<file path="src/ofip_pkg.sv">
// Shared types and constants for the OBJ face index parser.
// Character codes, line position codes, format masks and the queue control struct.
// No dependencies.
`timescale 1ns / 1ps

package ofip_pkg;

    // Character codes recognized in a face line.
    localparam logic [7:0] CH_F     = 8'h66;
    localparam logic [7:0] CH_SPACE = 8'h20;
    localparam logic [7:0] CH_NL    = 8'h0A;
    localparam logic [7:0] CH_SLASH = 8'h2F;
    localparam logic [7:0] CH_ZERO  = 8'h30;
    localparam logic [7:0] CH_NINE  = 8'h39;

    // Position within the line.
    localparam logic [1:0] BP_F     = 2'd0;  // expecting 'f'
    localparam logic [1:0] BP_SPACE = 2'd1;  // expecting the space after 'f'
    localparam logic [1:0] BP_BODY  = 2'd2;  // vertex tokens
    localparam logic [1:0] BP_DONE  = 2'd3;  // line finished, waiting for line end

    // Field presence masks: bit 0 position, bit 1 texture, bit 2 normal.
    localparam logic [2:0] FMT_V     = 3'b001;
    localparam logic [2:0] FMT_VT    = 3'b011;
    localparam logic [2:0] FMT_VN    = 3'b101;
    localparam logic [2:0] FMT_VTN   = 3'b111;

    // Result queue geometry.
    localparam int OQ_DEPTH = 4;
    localparam int OQ_CNT_W = 3;

    // Writes into the result queue for one accepted byte.
    typedef struct packed {
        logic first;
        logic second;
    } ofip_push_t;

endpackage

</file>
<file path="src/ofip_out_queue.sv">
// Four-entry result queue between the parser logic and the result channel.
// Takes up to two results per cycle and hands out one per transfer.
// Depends on ofip_pkg.
`timescale 1ns / 1ps

module ofip_out_queue
    import ofip_pkg::*;
#(
    parameter int WIDTH = 103
) (
    input  logic             aclk,
    input  logic             aresetn,
    input  ofip_push_t       push,
    input  logic [WIDTH-1:0] push_data0,
    input  logic [WIDTH-1:0] push_data1,
    output logic             room_two,
    output logic             out_valid,
    input  logic             out_ready,
    output logic [WIDTH-1:0] out_data
);

    logic [WIDTH-1:0]    q_reg  [OQ_DEPTH];
    logic [WIDTH-1:0]    q_next [OQ_DEPTH];
    logic [OQ_CNT_W-1:0] count_reg;
    logic [OQ_CNT_W-1:0] count_next;
    logic [OQ_CNT_W-1:0] cnt_after_pop;
    logic                pop;

    assign pop       = out_valid && out_ready;
    assign out_valid = (count_reg != '0);
    assign out_data  = q_reg[0];
    assign room_two  = (count_reg <= OQ_CNT_W'(OQ_DEPTH - 2));

    // Shift out the head on a transfer, then write new results behind the survivors.
    always_comb begin
        cnt_after_pop = count_reg - OQ_CNT_W'(pop);
        for (int i = 0; i < OQ_DEPTH; i++) begin
            q_next[i] = (pop && (i < OQ_DEPTH - 1)) ? q_reg[(i + 1) % OQ_DEPTH] : q_reg[i];
            if (push.first && (cnt_after_pop == OQ_CNT_W'(i))) begin
                q_next[i] = push_data0;
            end
            if (push.second && (OQ_CNT_W'(cnt_after_pop + 1'b1) == OQ_CNT_W'(i))) begin
                q_next[i] = push_data1;
            end
        end
        count_next = cnt_after_pop + OQ_CNT_W'(push.first) + OQ_CNT_W'(push.second);
    end

    // Entry count.
    always_ff @(posedge aclk) begin
        if (!aresetn) begin
            count_reg <= '0;
        end else begin
            count_reg <= count_next;
        end
    end

    // Entry storage needs no reset.
    always_ff @(posedge aclk) begin
        for (int i = 0; i < OQ_DEPTH; i++) begin
            q_reg[i] <= q_next[i];
        end
    end

endmodule

</file>
<file path="src/obj_face_index_parser.sv">
// OBJ face line parser: one text byte in per transfer, vertex index triples out.
// Accepts one byte every clock cycle. Each byte produces zero, one or two results,
// which enter a four-entry result queue; results are registered in the queue before
// they reach the master side. s_tready drops only while fewer than two queue entries
// are free, so with m_tready held high the input never stalls.
// A vertex token is reported once the following token or the end of the line is
// seen; the final result of every line carries m_tlast. A line that does not open
// with "f " gives one result with line_ok clear and all indices all ones.
// Depends on ofip_pkg and ofip_out_queue.
`timescale 1ns / 1ps

module obj_face_index_parser
    import ofip_pkg::*;
#(
    parameter int MAX_VERTICES = 16,
    parameter int INDEX_BITS   = 32
) (
    input  logic                 aclk,
    input  logic                 aresetn,
    // Input bytes.
    input  logic                 s_tvalid,
    output logic                 s_tready,
    input  logic [7:0]           s_tdata,   // [7:0] text_byte
    input  logic                 s_tlast,   // line_end
    // Results.
    output logic                 m_tvalid,
    input  logic                 m_tready,
    // position_index, texcoord_index, normal_index (INDEX_BITS each), vertex_number (4)
    output logic [((3*INDEX_BITS+4+7)/8)*8-1:0] m_tdata,
    output logic                 m_tlast,   // last_vertex
    output logic [1:0]           m_tuser    // [0] line_ok, [1] too_many
);

    localparam int IB      = INDEX_BITS;
    localparam int DATA_W  = ((3 * IB + 4 + 7) / 8) * 8;
    localparam int RES_W   = 3 * IB + 7;
    localparam int VCNT_W  = $clog2(MAX_VERTICES + 1);
    localparam int LAST_B  = 3 * IB + 4;

    // Parser state.
    logic [1:0]        bpos_reg,       bpos_next;
    logic [2:0]        fmask_reg,      fmask_next;
    logic              fknown_reg,     fknown_next;
    logic [1:0]        sc_reg,         sc_next;
    logic              sadj_reg,       sadj_next;
    logic [IB-1:0]     acc_reg [3];
    logic [IB-1:0]     acc_next [3];
    logic [IB-1:0]     pidx_reg [3];
    logic [IB-1:0]     pidx_next [3];
    logic [3:0]        pnum_reg,       pnum_next;
    logic              pvalid_reg,     pvalid_next;
    logic [VCNT_W-1:0] vcnt_reg,       vcnt_next;
    logic              intok_reg,      intok_next;
    logic              many_reg,       many_next;

    // Per-byte working values.
    logic              s_xfer;
    logic [7:0]        ch;
    logic              le;
    logic              sep;
    logic              is_digit;
    logic              complete;
    logic              ended;
    logic              clr_line;
    logic [1:0]        t_sc;
    logic              t_sadj;
    logic [IB-1:0]     t_acc [3];
    logic [IB-1:0]     digit;
    logic [2:0]        fm;
    logic [IB-1:0]     idx [3];
    logic [RES_W-1:0]  fin_res;
    logic [RES_W-1:0]  res0;
    logic [RES_W-1:0]  res1;
    ofip_push_t        push;

    logic [RES_W-1:0]  head;
    logic              room_two;

    // Result word layout: {too_many, line_ok, last, vertex_number, n, t, p}.
    function automatic logic [RES_W-1:0] pack_res(
        input logic [IB-1:0] p,
        input logic [IB-1:0] t,
        input logic [IB-1:0] n,
        input logic [3:0]    num,
        input logic          last,
        input logic          ok,
        input logic          many
    );
        pack_res = {many, ok, last, num, n, t, p};
    endfunction

    assign s_xfer   = s_tvalid && s_tready;
    assign s_tready = room_two;
    assign ch       = s_tdata;
    assign le       = s_tlast;
    assign sep      = (ch == CH_SPACE) || (ch == CH_NL);
    assign is_digit = (ch >= CH_ZERO) && (ch <= CH_NINE);
    assign digit    = IB'(ch - CH_ZERO);

    // Next state and results for the byte on the input side.
    always_comb begin
        bpos_next   = bpos_reg;
        fmask_next  = fmask_reg;
        fknown_next = fknown_reg;
        sc_next     = sc_reg;
        sadj_next   = sadj_reg;
        acc_next    = acc_reg;
        pidx_next   = pidx_reg;
        pnum_next   = pnum_reg;
        pvalid_next = pvalid_reg;
        vcnt_next   = vcnt_reg;
        intok_next  = intok_reg;
        many_next   = many_reg;
        push        = '0;
        res0        = pack_res('1, '1, '1, 4'd0, 1'b1, 1'b0, 1'b0);
        res1        = res0;
        clr_line    = 1'b0;
        complete    = 1'b0;
        ended       = 1'b0;
        fm          = fmask_reg;
        fin_res     = res0;

        // Working copy of the token: a fresh token starts from zero.
        if (intok_reg) begin
            t_sc   = sc_reg;
            t_sadj = sadj_reg;
            t_acc  = acc_reg;
        end else begin
            t_sc   = 2'd0;
            t_sadj = 1'b0;
            for (int f = 0; f < 3; f++) begin
                t_acc[f] = '0;
            end
        end
        for (int f = 0; f < 3; f++) begin
            idx[f] = '1;
        end

        unique case (bpos_reg)
            BP_F: begin
                if (ch == CH_F && !le) begin
                    bpos_next = BP_SPACE;
                end else begin
                    push.first = 1'b1;
                    clr_line   = 1'b1;
                    bpos_next  = le ? BP_F : BP_DONE;
                end
            end
            BP_SPACE: begin
                if (ch != CH_SPACE) begin
                    push.first = 1'b1;
                    clr_line   = 1'b1;
                    bpos_next  = le ? BP_F : BP_DONE;
                end else begin
                    bpos_next = BP_BODY;
                    if (le) begin
                        push.first = 1'b1;
                        res0       = pack_res('1, '1, '1, 4'd0, 1'b1, 1'b1, many_reg);
                        clr_line   = 1'b1;
                        bpos_next  = BP_F;
                    end
                end
            end
            BP_BODY: begin
                // Update the token with a non-separator byte.
                if (!sep) begin
                    if (ch == CH_SLASH) begin
                        if (t_sc == 2'd0) begin
                            t_sadj = 1'b1;
                        end
                        if (t_sc != 2'd3) begin
                            t_sc = t_sc + 2'd1;
                        end
                    end else begin
                        if (t_sc == 2'd1) begin
                            t_sadj = 1'b0;
                        end
                        for (int f = 0; f < 3; f++) begin
                            if (is_digit && t_sc == 2'(f)) begin
                                t_acc[f] = IB'({t_acc[f], 3'b000}) + IB'({t_acc[f], 1'b0})
                                         + digit;
                            end
                        end
                    end
                    sc_next    = t_sc;
                    sadj_next  = t_sadj;
                    acc_next   = t_acc;
                    intok_next = 1'b1;
                end

                complete = sep ? intok_reg : le;
                ended    = le || (sep && (!intok_reg || ch == CH_NL));

                // Token completion: fix the format on the first token, hold the result.
                if (complete) begin
                    if (!fknown_reg) begin
                        if (t_sc == 2'd0) begin
                            fm = FMT_V;
                        end else if (t_sc == 2'd1) begin
                            fm = FMT_VT;
                        end else if (t_sc == 2'd2 && t_sadj) begin
                            fm = FMT_VN;
                        end else begin
                            fm = FMT_VTN;
                        end
                    end
                    fmask_next  = fm;
                    fknown_next = 1'b1;
                    for (int f = 0; f < 3; f++) begin
                        idx[f] = fm[f] ? (t_acc[f] - IB'(1)) : '1;
                    end
                    if (vcnt_reg < VCNT_W'(MAX_VERTICES)) begin
                        if (pvalid_reg) begin
                            push.first = 1'b1;
                            res0 = pack_res(pidx_reg[0], pidx_reg[1], pidx_reg[2], pnum_reg,
                                            1'b0, 1'b1, many_reg);
                        end
                        pidx_next   = idx;
                        pnum_next   = 4'(vcnt_reg);
                        pvalid_next = 1'b1;
                        vcnt_next   = VCNT_W'(vcnt_reg + 1'b1);
                    end else begin
                        many_next = 1'b1;
                    end
                    intok_next = 1'b0;
                    sc_next    = 2'd0;
                    sadj_next  = 1'b0;
                    for (int f = 0; f < 3; f++) begin
                        acc_next[f] = '0;
                    end
                end

                // Line end: report the held token, or an empty line.
                if (ended) begin
                    if (pvalid_next) begin
                        fin_res = pack_res(pidx_next[0], pidx_next[1], pidx_next[2],
                                           pnum_next, 1'b1, 1'b1, many_next);
                    end else begin
                        fin_res = pack_res('1, '1, '1, 4'd0, 1'b1, 1'b1, many_next);
                    end
                    if (push.first) begin
                        push.second = 1'b1;
                        res1        = fin_res;
                    end else begin
                        push.first = 1'b1;
                        res0       = fin_res;
                    end
                    clr_line  = 1'b1;
                    bpos_next = le ? BP_F : BP_DONE;
                end
            end
            BP_DONE: begin
                if (le) begin
                    clr_line  = 1'b1;
                    bpos_next = BP_F;
                end
            end
            default: begin
                bpos_next = BP_F;
            end
        endcase

        // Return all line state to its start values.
        if (clr_line) begin
            fmask_next  = '0;
            fknown_next = 1'b0;
            sc_next     = 2'd0;
            sadj_next   = 1'b0;
            for (int f = 0; f < 3; f++) begin
                acc_next[f] = '0;
            end
            pvalid_next = 1'b0;
            pnum_next   = 4'd0;
            vcnt_next   = '0;
            intok_next  = 1'b0;
            many_next   = 1'b0;
        end
    end

    // Control state.
    always_ff @(posedge aclk) begin
        if (!aresetn) begin
            bpos_reg   <= BP_F;
            fmask_reg  <= '0;
            fknown_reg <= 1'b0;
            sc_reg     <= 2'd0;
            sadj_reg   <= 1'b0;
            pvalid_reg <= 1'b0;
            pnum_reg   <= 4'd0;
            vcnt_reg   <= '0;
            intok_reg  <= 1'b0;
            many_reg   <= 1'b0;
            for (int f = 0; f < 3; f++) begin
                acc_reg[f] <= '0;
            end
        end else if (s_xfer) begin
            bpos_reg   <= bpos_next;
            fmask_reg  <= fmask_next;
            fknown_reg <= fknown_next;
            sc_reg     <= sc_next;
            sadj_reg   <= sadj_next;
            pvalid_reg <= pvalid_next;
            pnum_reg   <= pnum_next;
            vcnt_reg   <= vcnt_next;
            intok_reg  <= intok_next;
            many_reg   <= many_next;
            acc_reg    <= acc_next;
        end
    end

    // Held token indices; qualified by the valid bit.
    always_ff @(posedge aclk) begin
        if (s_xfer) begin
            pidx_reg <= pidx_next;
        end
    end

    ofip_out_queue #(
        .WIDTH (RES_W)
    ) u_queue (
        .aclk       (aclk),
        .aresetn    (aresetn),
        .push       (s_xfer ? push : '0),
        .push_data0 (res0),
        .push_data1 (res1),
        .room_two   (room_two),
        .out_valid  (m_tvalid),
        .out_ready  (m_tready),
        .out_data   (head)
    );

    // Unpack the queue head onto the result channel.
    assign m_tdata = DATA_W'(head[LAST_B-1:0]);
    assign m_tlast = head[LAST_B];
    assign m_tuser = head[RES_W-1:LAST_B+1];

`ifndef ASSERT_OFF
    // A rejected line reports a single result with no indices.
    assert property (@(posedge aclk) disable iff (!aresetn)
        (m_tvalid && !m_tuser[0]) |-> (m_tlast && m_tdata[IB-1:0] == '1))
        else $error("bad-opening result is not a lone all-ones last result");

    // Bytes after the end of a line produce nothing.
    assert property (@(posedge aclk) disable iff (!aresetn)
        (s_xfer && bpos_reg == BP_DONE) |-> !push.first)
        else $error("result produced after line end");

    // A second result in one cycle is always the line's final one.
    assert property (@(posedge aclk) disable iff (!aresetn)
        push.second |-> (push.first && res1[LAST_B]))
        else $error("second result is not the final result of the line");

    // The vertex counter stops at the limit.
    assert property (@(posedge aclk) disable iff (!aresetn)
        vcnt_reg <= VCNT_W'(MAX_VERTICES))
        else $error("vertex counter passed the limit");
`endif

endmodule
</file>
<file path="config.mk">
export PLATFORM = sky130hd
export DESIGN_NAME = obj_face_index_parser
export DESIGN_NICKNAME = d
export VERILOG_FILES = /design/src/ofip_pkg.sv /design/src/ofip_out_queue.sv /design/src/obj_face_index_parser.sv
export SDC_FILE = /design/constraint.sdc
export NUM_CORES = 2
export LEC_CHECK = 0
export BUFFER_PORTS_ARGS = -buffer_cell sky130_fd_sc_hd__buf_4
export CORE_AREA = 5 5 385 387
export CTS_CLUSTER_SIZE = 16
export DETAILED_ROUTE_END_ITERATION = 8
export DIE_AREA = 0 0 390 392
export GPL_TIMING_DRIVEN = 1
export MAX_ROUTING_LAYER = met4
export PLACE_DENSITY_LB_ADDON = 0.3
export SKIP_CTS_REPAIR_TIMING = 1
export SYNTH_ARGS = -nofsm -noshare
export SYNTH_HDL_FRONTEND = slang
export SYNTH_SLANG_ARGS = --single-unit
</file>
<file path="constraint.sdc">
create_clock -name aclk -period 12.7 [get_ports aclk]
set_input_delay 0.635 -clock aclk [delete_from_list [all_inputs] [get_ports aclk]]
set_output_delay 0.635 -clock aclk [all_outputs]
set_load 0.005 [all_outputs]
</file>
# --- Yosys cells after proc, flatten, opt, wreduce, memory -nomap -nowiden ---
# Memory sizes are Yosys's and may differ from the RTL's.
# Index checks and enable logic that the tools add are counted.
totals:
  reg_bits: 216
  out_inout_bits: 109
  mem_count: 1
  word_cells: 210
  ramBits: 412
op_classes:
  n_reduce_logical: 37
  n_mux: 113
  add_sub_neg: 16
  n_eq_ne: 22
  n_lt_le_gt_ge: 4
memory_table:
  columns: ["memory", "words", "word_bits", "rd", "rd_clocked_by_memory_dff", "write_ports", "line", "source"]
  rows:
  - ["u_queue.q_reg", 4, 103, 4, 0, 4, "ofip_out_queue.sv:22", "logic [WIDTH-1:0] q_reg [OQ_DEPTH];"]
op_table:
  columns: ["operator", "count"]
  rows:
  - ["two-way mux 103 bit", 21]
  - ["two-way mux 96 bit", 10]
  - ["case mux 103 bit (2 select lines)", 1]
  - ["adder 32 bit", 6]
  - ["two-way mux 32 bit", 6]
  - ["two-way mux 100 bit", 1]
  - ["subtractor 32 x 1 -> 32 bit, second input constant", 3]
  - ["two-way mux 1 bit", 37]
  - ["two-way mux 2 bit", 18]
  - ["two-way mux 3 bit", 8]
  - ["two-way mux 5 bit", 4]
  - ["logical AND 1 bit", 17]
  - ["equality test 8 x 6 -> 1 bit, second input constant", 2]
  - ["two-way mux 4 bit", 4]
  - ["equality test 3 x 2 -> 1 bit, second input constant", 4]
  - ["AND reduction 3 bit", 3]
  - ["subtractor 8 x 6 -> 9 bit, second input constant", 1]
  - ["equality test 2 bit, second input constant", 4]
  - ["equality test 8 x 4 -> 1 bit, second input constant", 1]
  - ["equality test 8 x 7 -> 1 bit, second input constant", 1]
  - [">= comparator 8 x 6 -> 1 bit, second input constant", 1]
  - ["<= comparator 8 x 6 -> 1 bit, second input constant", 1]
  - ["inequality test 8 x 6 -> 1 bit, second input constant", 1]
  - ["case mux 2 bit (4 select lines)", 1]
  - ["21 further kinds", 36]

# --- Logic depth before layout (Yosys ltp) ---
logic_depth:
  ltp_word: 23
  depth_mapped: 26
  mapped_depth_nobuf: 18

# --- Hierarchy ---
# From an unflattened synthesis, not the netlist that was laid out.
hier_totals:
  cells_unflattened: 5032
  hier_area_um2: 44974.4
modules_own_cells:
  columns: ["mod", "seq_area_each_um2", "area_per_inst_um2", "cells_each", "n_inst"]
  rows:
  - ["obj_face_index_parser", 5225.0, 23252.3, 3016, 1]
  - ["ofip_out_queue", 12431.9, 21722.1, 2016, 1]

# --- Least setup slack after synthesis ---
# No wires, ideal clock.
synth_timing:
  path_kind: "input to register"
  startpoint: "input port s_tdata[7]"
  endpoint: "memory u_queue.q_reg[0][94] (data pin)"
  cell_stages: 17
  setup_time_ps: 271
  n_path_buf: 0
  t_required_ps: 12429
  arrival_ps: 10201
  setup_slack_ps: 2228
  cell_sequence: "or2_2 nor2_1 inv_1 fa_1 inv_1 ha_1 a21o_1 a221oi_2 o21ai_0 a211oi_1 o21ai_0 xor2_1 o41ai_1 nand4_1 or4b_2 a21oi_1 o22ai_1"
synth_rtl:
  columns: ["element", "line", "source"]
  rows:
  - ["start: declaration", "obj_face_index_parser.sv:23", "input logic [7:0] s_tdata,"]
  - ["end: declaration", "ofip_out_queue.sv:22", null]

==> flow_summary_export.csv <==
group,metric,value,unit
timing,clock.fmax,130,MHz
routing,firstDrtPassIters,6,
clock_network,clk_path_buf_depth,3,
timing,setup_slack,5.01,ns
timing,grt_setup_unrepaired,"no",
finish,area_delta_synth_final,12.0,%
timing,hold_viol_final,0,
power,vdd.ir_drop.worst,0.126,mV
clock_network,clockRootBuffer,"clkbuf_16",
routing,drtIter0Drc,4398,
finish,largest_register_ffs,412,
synth,synth-simple-area-share,18.2,%
clock_network,cts_tree,"done",
synth,synth_common_cells,"nand2_1 (546), edfxtp_1 (504), nor2_1 (476), o21ai_0 (412), a21oi_1 (345)",
placed_design,port_buffers,117,
placed_design,hpwl,112000,um
critical_path,slowest_delay,0.87,ns
timing,maxSlewViolCount,0,
synth,async_reset_ff_share,0,%
floorplan,die-area,153000,um^2
timing,finalCriticalPeriod,7.69,ns
synth,syn_area,42900,um^2
synth,yosysTopAreaCellShare,35.3,%
timing,final.setup.tns,0,ns
timing,setup_viol,0,
routing,vias,39215,
routing,route.detailed.wl_per_inst,24.6,um
power,power_density,166,nW/um^2
global_route,grt_pass1_vias,36834,
synth,synth_fa_ha_area_share,7.28,%
finish,drive_gt1_share,8.73,%
timing,post-route-period-util,60.5,%
synth,synth_top_family_by_area,"compound AO/OA/AOI/OAI gates",
synth,muxShareOfSynthArea,1.63,%
floorplan,die_h,392,um
critical_path,startpoint_type,"flip-flop",
synth,synthCells,4833,
critical_path,path_cells,"buf_4, nand2_1, fa_1, inv_1, ha_1, a211oi_1, o21a_1, o21ai_0, a211oi_1, o21ai_0, xor2_1, o41ai_1, nand4_1, o21ai_0, o21ai_0, o221ai_1",
critical_path,cp-end-kind,"flip-flop",
global_route,grt_pass1_wl,244000,um
floorplan,ioPinCount,122,
routing,ant_nets,0,
critical_path,slowest_stage,"a211oi_1",
finish,nNetsFinal,4966,
power,power.leakage,17.7,nW
synth,synth_cell_types,95,
flow_run,cap_violations,0,
finish,fillers,14992,
outcome,status,"finished clean",
placed_design,gp_congestion,0.902,
timing,worst_pin_slew,1.25,ns
placed_design,dp_cells,6599,
clock_network,ctsHtreeMaxLevel,3,
critical_path,crit_arrival,8.17,ns
routing,route.detailed.drc,0,
global_route,overflow,0,
clock_network,clk_pin_slew,0.06,ns
synth,synth.area.top_cells,"edfxtp_1 (35%), dfxtp_1 (5.8%), o21ai_0 (4.8%), nand2_1 (4.8%), nor2_1 (4.2%)",
floorplan,start_util,29.7,%
floorplan,core,145000,um^2
global_route,grt_max_degree,99,
synth,synth_warnings,0,
floorplan,die_w,390,um
synth,synth-compound-area-share,24.4,%
routing,totalWireLength,166000,um
worst_hold_path,min_path_type,"input pin to flip-flop",
clock_network,numCtsBuffers,72,
critical_path,crit_top_cell,"o21ai_0",
clock_network,clkSinkCount,628,
timing,slew_headroom,16.4,%
critical_path,criticalPathCategory,"flip-flop to flip-flop",
synth,synth_seq_cells,628,
synth,synthFlopType,"edfxtp_1",
synth,post-synth-top-count-cell,"nand2_1",
synth,synth_top_area_cell,"edfxtp_1",
placed_design,dp_slack,4.55,ns
synth,syn_area_per_cell,8.88,um^2
global_route,gr-usage-all-layers,21.4,%
synth,synth_xor_area_share,2.69,%
routing,vias_per_cell,5.83,
critical_path,crit_required,13.18,ns
clock_network,clkLatencyLatePin,0.67,ns
floorplan,rows,140,
synth,ys_seq_area_share,41.0,%
finish,instances_no_fill,6729,
synth,synth_edf_count,504,
global_route,antenna_found_initial,4,
timing,fin_skew,0.0283,ns
critical_path,crit_fanout,68,
[routing by layer]
| layer | global-route usage, % | vias to the layer above | part of all wire (%) |
|---|---|---|---|
| met5 | - | - | 0 |
| met2 | 33.0 | 1850 | 45 |
| met1 | 28.3 | 19271 | 42 |
| li1 | - | 17764 | - |
| met4 | 8.17 | 0 | 4.1 |
| met3 | 3.48 | 330 | 8.6 |
[where the power goes]
part           switching [mW]  internal, mW
sequential              0.218          3.12
combinational            1.70         0.837
clock                   0.915          1.21
[final cells by class]
| cell class | count | area, um^2 | share of cell area, % |
|---|---|---|---|
| clock buffer | 93 | 1960 | 4.08 |
| tap | 1917 | 2400 | 4.99 |
| timing repair buffer | 199 | 1490 | 3.11 |
| multi-input combinational | 3669 | 23500 | 49.0 |
| inverter | 186 | 701 | 1.46 |
| antenna | 3 | 7.51 | 0.0156 |
| sequential | 628 | 17600 | 36.7 |
| clock inverter | 34 | 337 | 0.700 |
[critical path: cells and delay by family, from the launching register on]
family,cells,cell delay [ns]
AO/OA/AOI/OAI,9,4.12
XOR/XNOR,1,0.20
adder cells (fa/ha/maj),2,0.82
buffers and inverters,2,0.75
flip-flops,1,0.74
AND/OR/NAND/NOR,2,0.83
[worst paths after layout]
kind	start	end	slack [ns]	cells after the start
hold reg to reg	acc_reg[68]	acc_reg[68]	0.46	2
setup reg to reg	intok_reg	u_queue.q_reg[0][91]	5.01	16
hold / removal	s_tdata[0]	acc_reg[32]	0.42	3
setup / recovery	intok_reg	u_queue.q_reg[0][91]	5.01	16
[kinds of logic after synthesis]
family,Yosys count
xor+xnor,132
flops,628
mux,67
buf+inv,539
simple gates,1653
compound gates,1616
fa+ha+maj,197
other cells,1
[cell usage in the layout, fill, tap and decap left out, types with 21 or more instances in the layout]
cell       count
ha_1         108
o22a_1        21
nor3_1        77
nand3_1      115
o21a_1        33
a31oi_1       62
a22oi_1      112
dfxtp_1      123
nand2b_1      21
a21oi_1      345
and2_1        68
nand2_1      538
nor2_1       466
nor2b_1      118
clkbuf_16     74
o221ai_1      26
a32oi_1       37
and3_1        45
nand4_1       40
o211ai_1     131
xnor2_1       83
a211oi_1      66
a211o_1       31
edfxtp_1     504
or3_1         34
inv_1        185
o221a_2       22
xor2_1        49
o21ai_0      410
buf_4        199
a21o_1        44
o22ai_1       99
fa_1          88
mux2i_1       48
[through the flow]
| stage | area [um^2] | power (mW) | hold WS [ns] | util [%] |
|---|---|---|---|---|
| 6_report | 48100 | 8.00 | 0.425 | 33.3 |
| 5_1_grt | 48100 | 8.35 | 0.452 | 33.3 |
| 4_1_cts | 48100 | 8.03 | 0.376 | 33.3 |
| 3_5_place_dp | 45800 | 5.89 | 0.459 | 31.7 |
| 3_3_place_gp | 45800 | 5.85 | 0.452 | 31.7 |
| 2_1_floorplan | 42900 | 4.78 | 0.441 | - |
No activity file was read; power rests on OpenSTA's default activity.
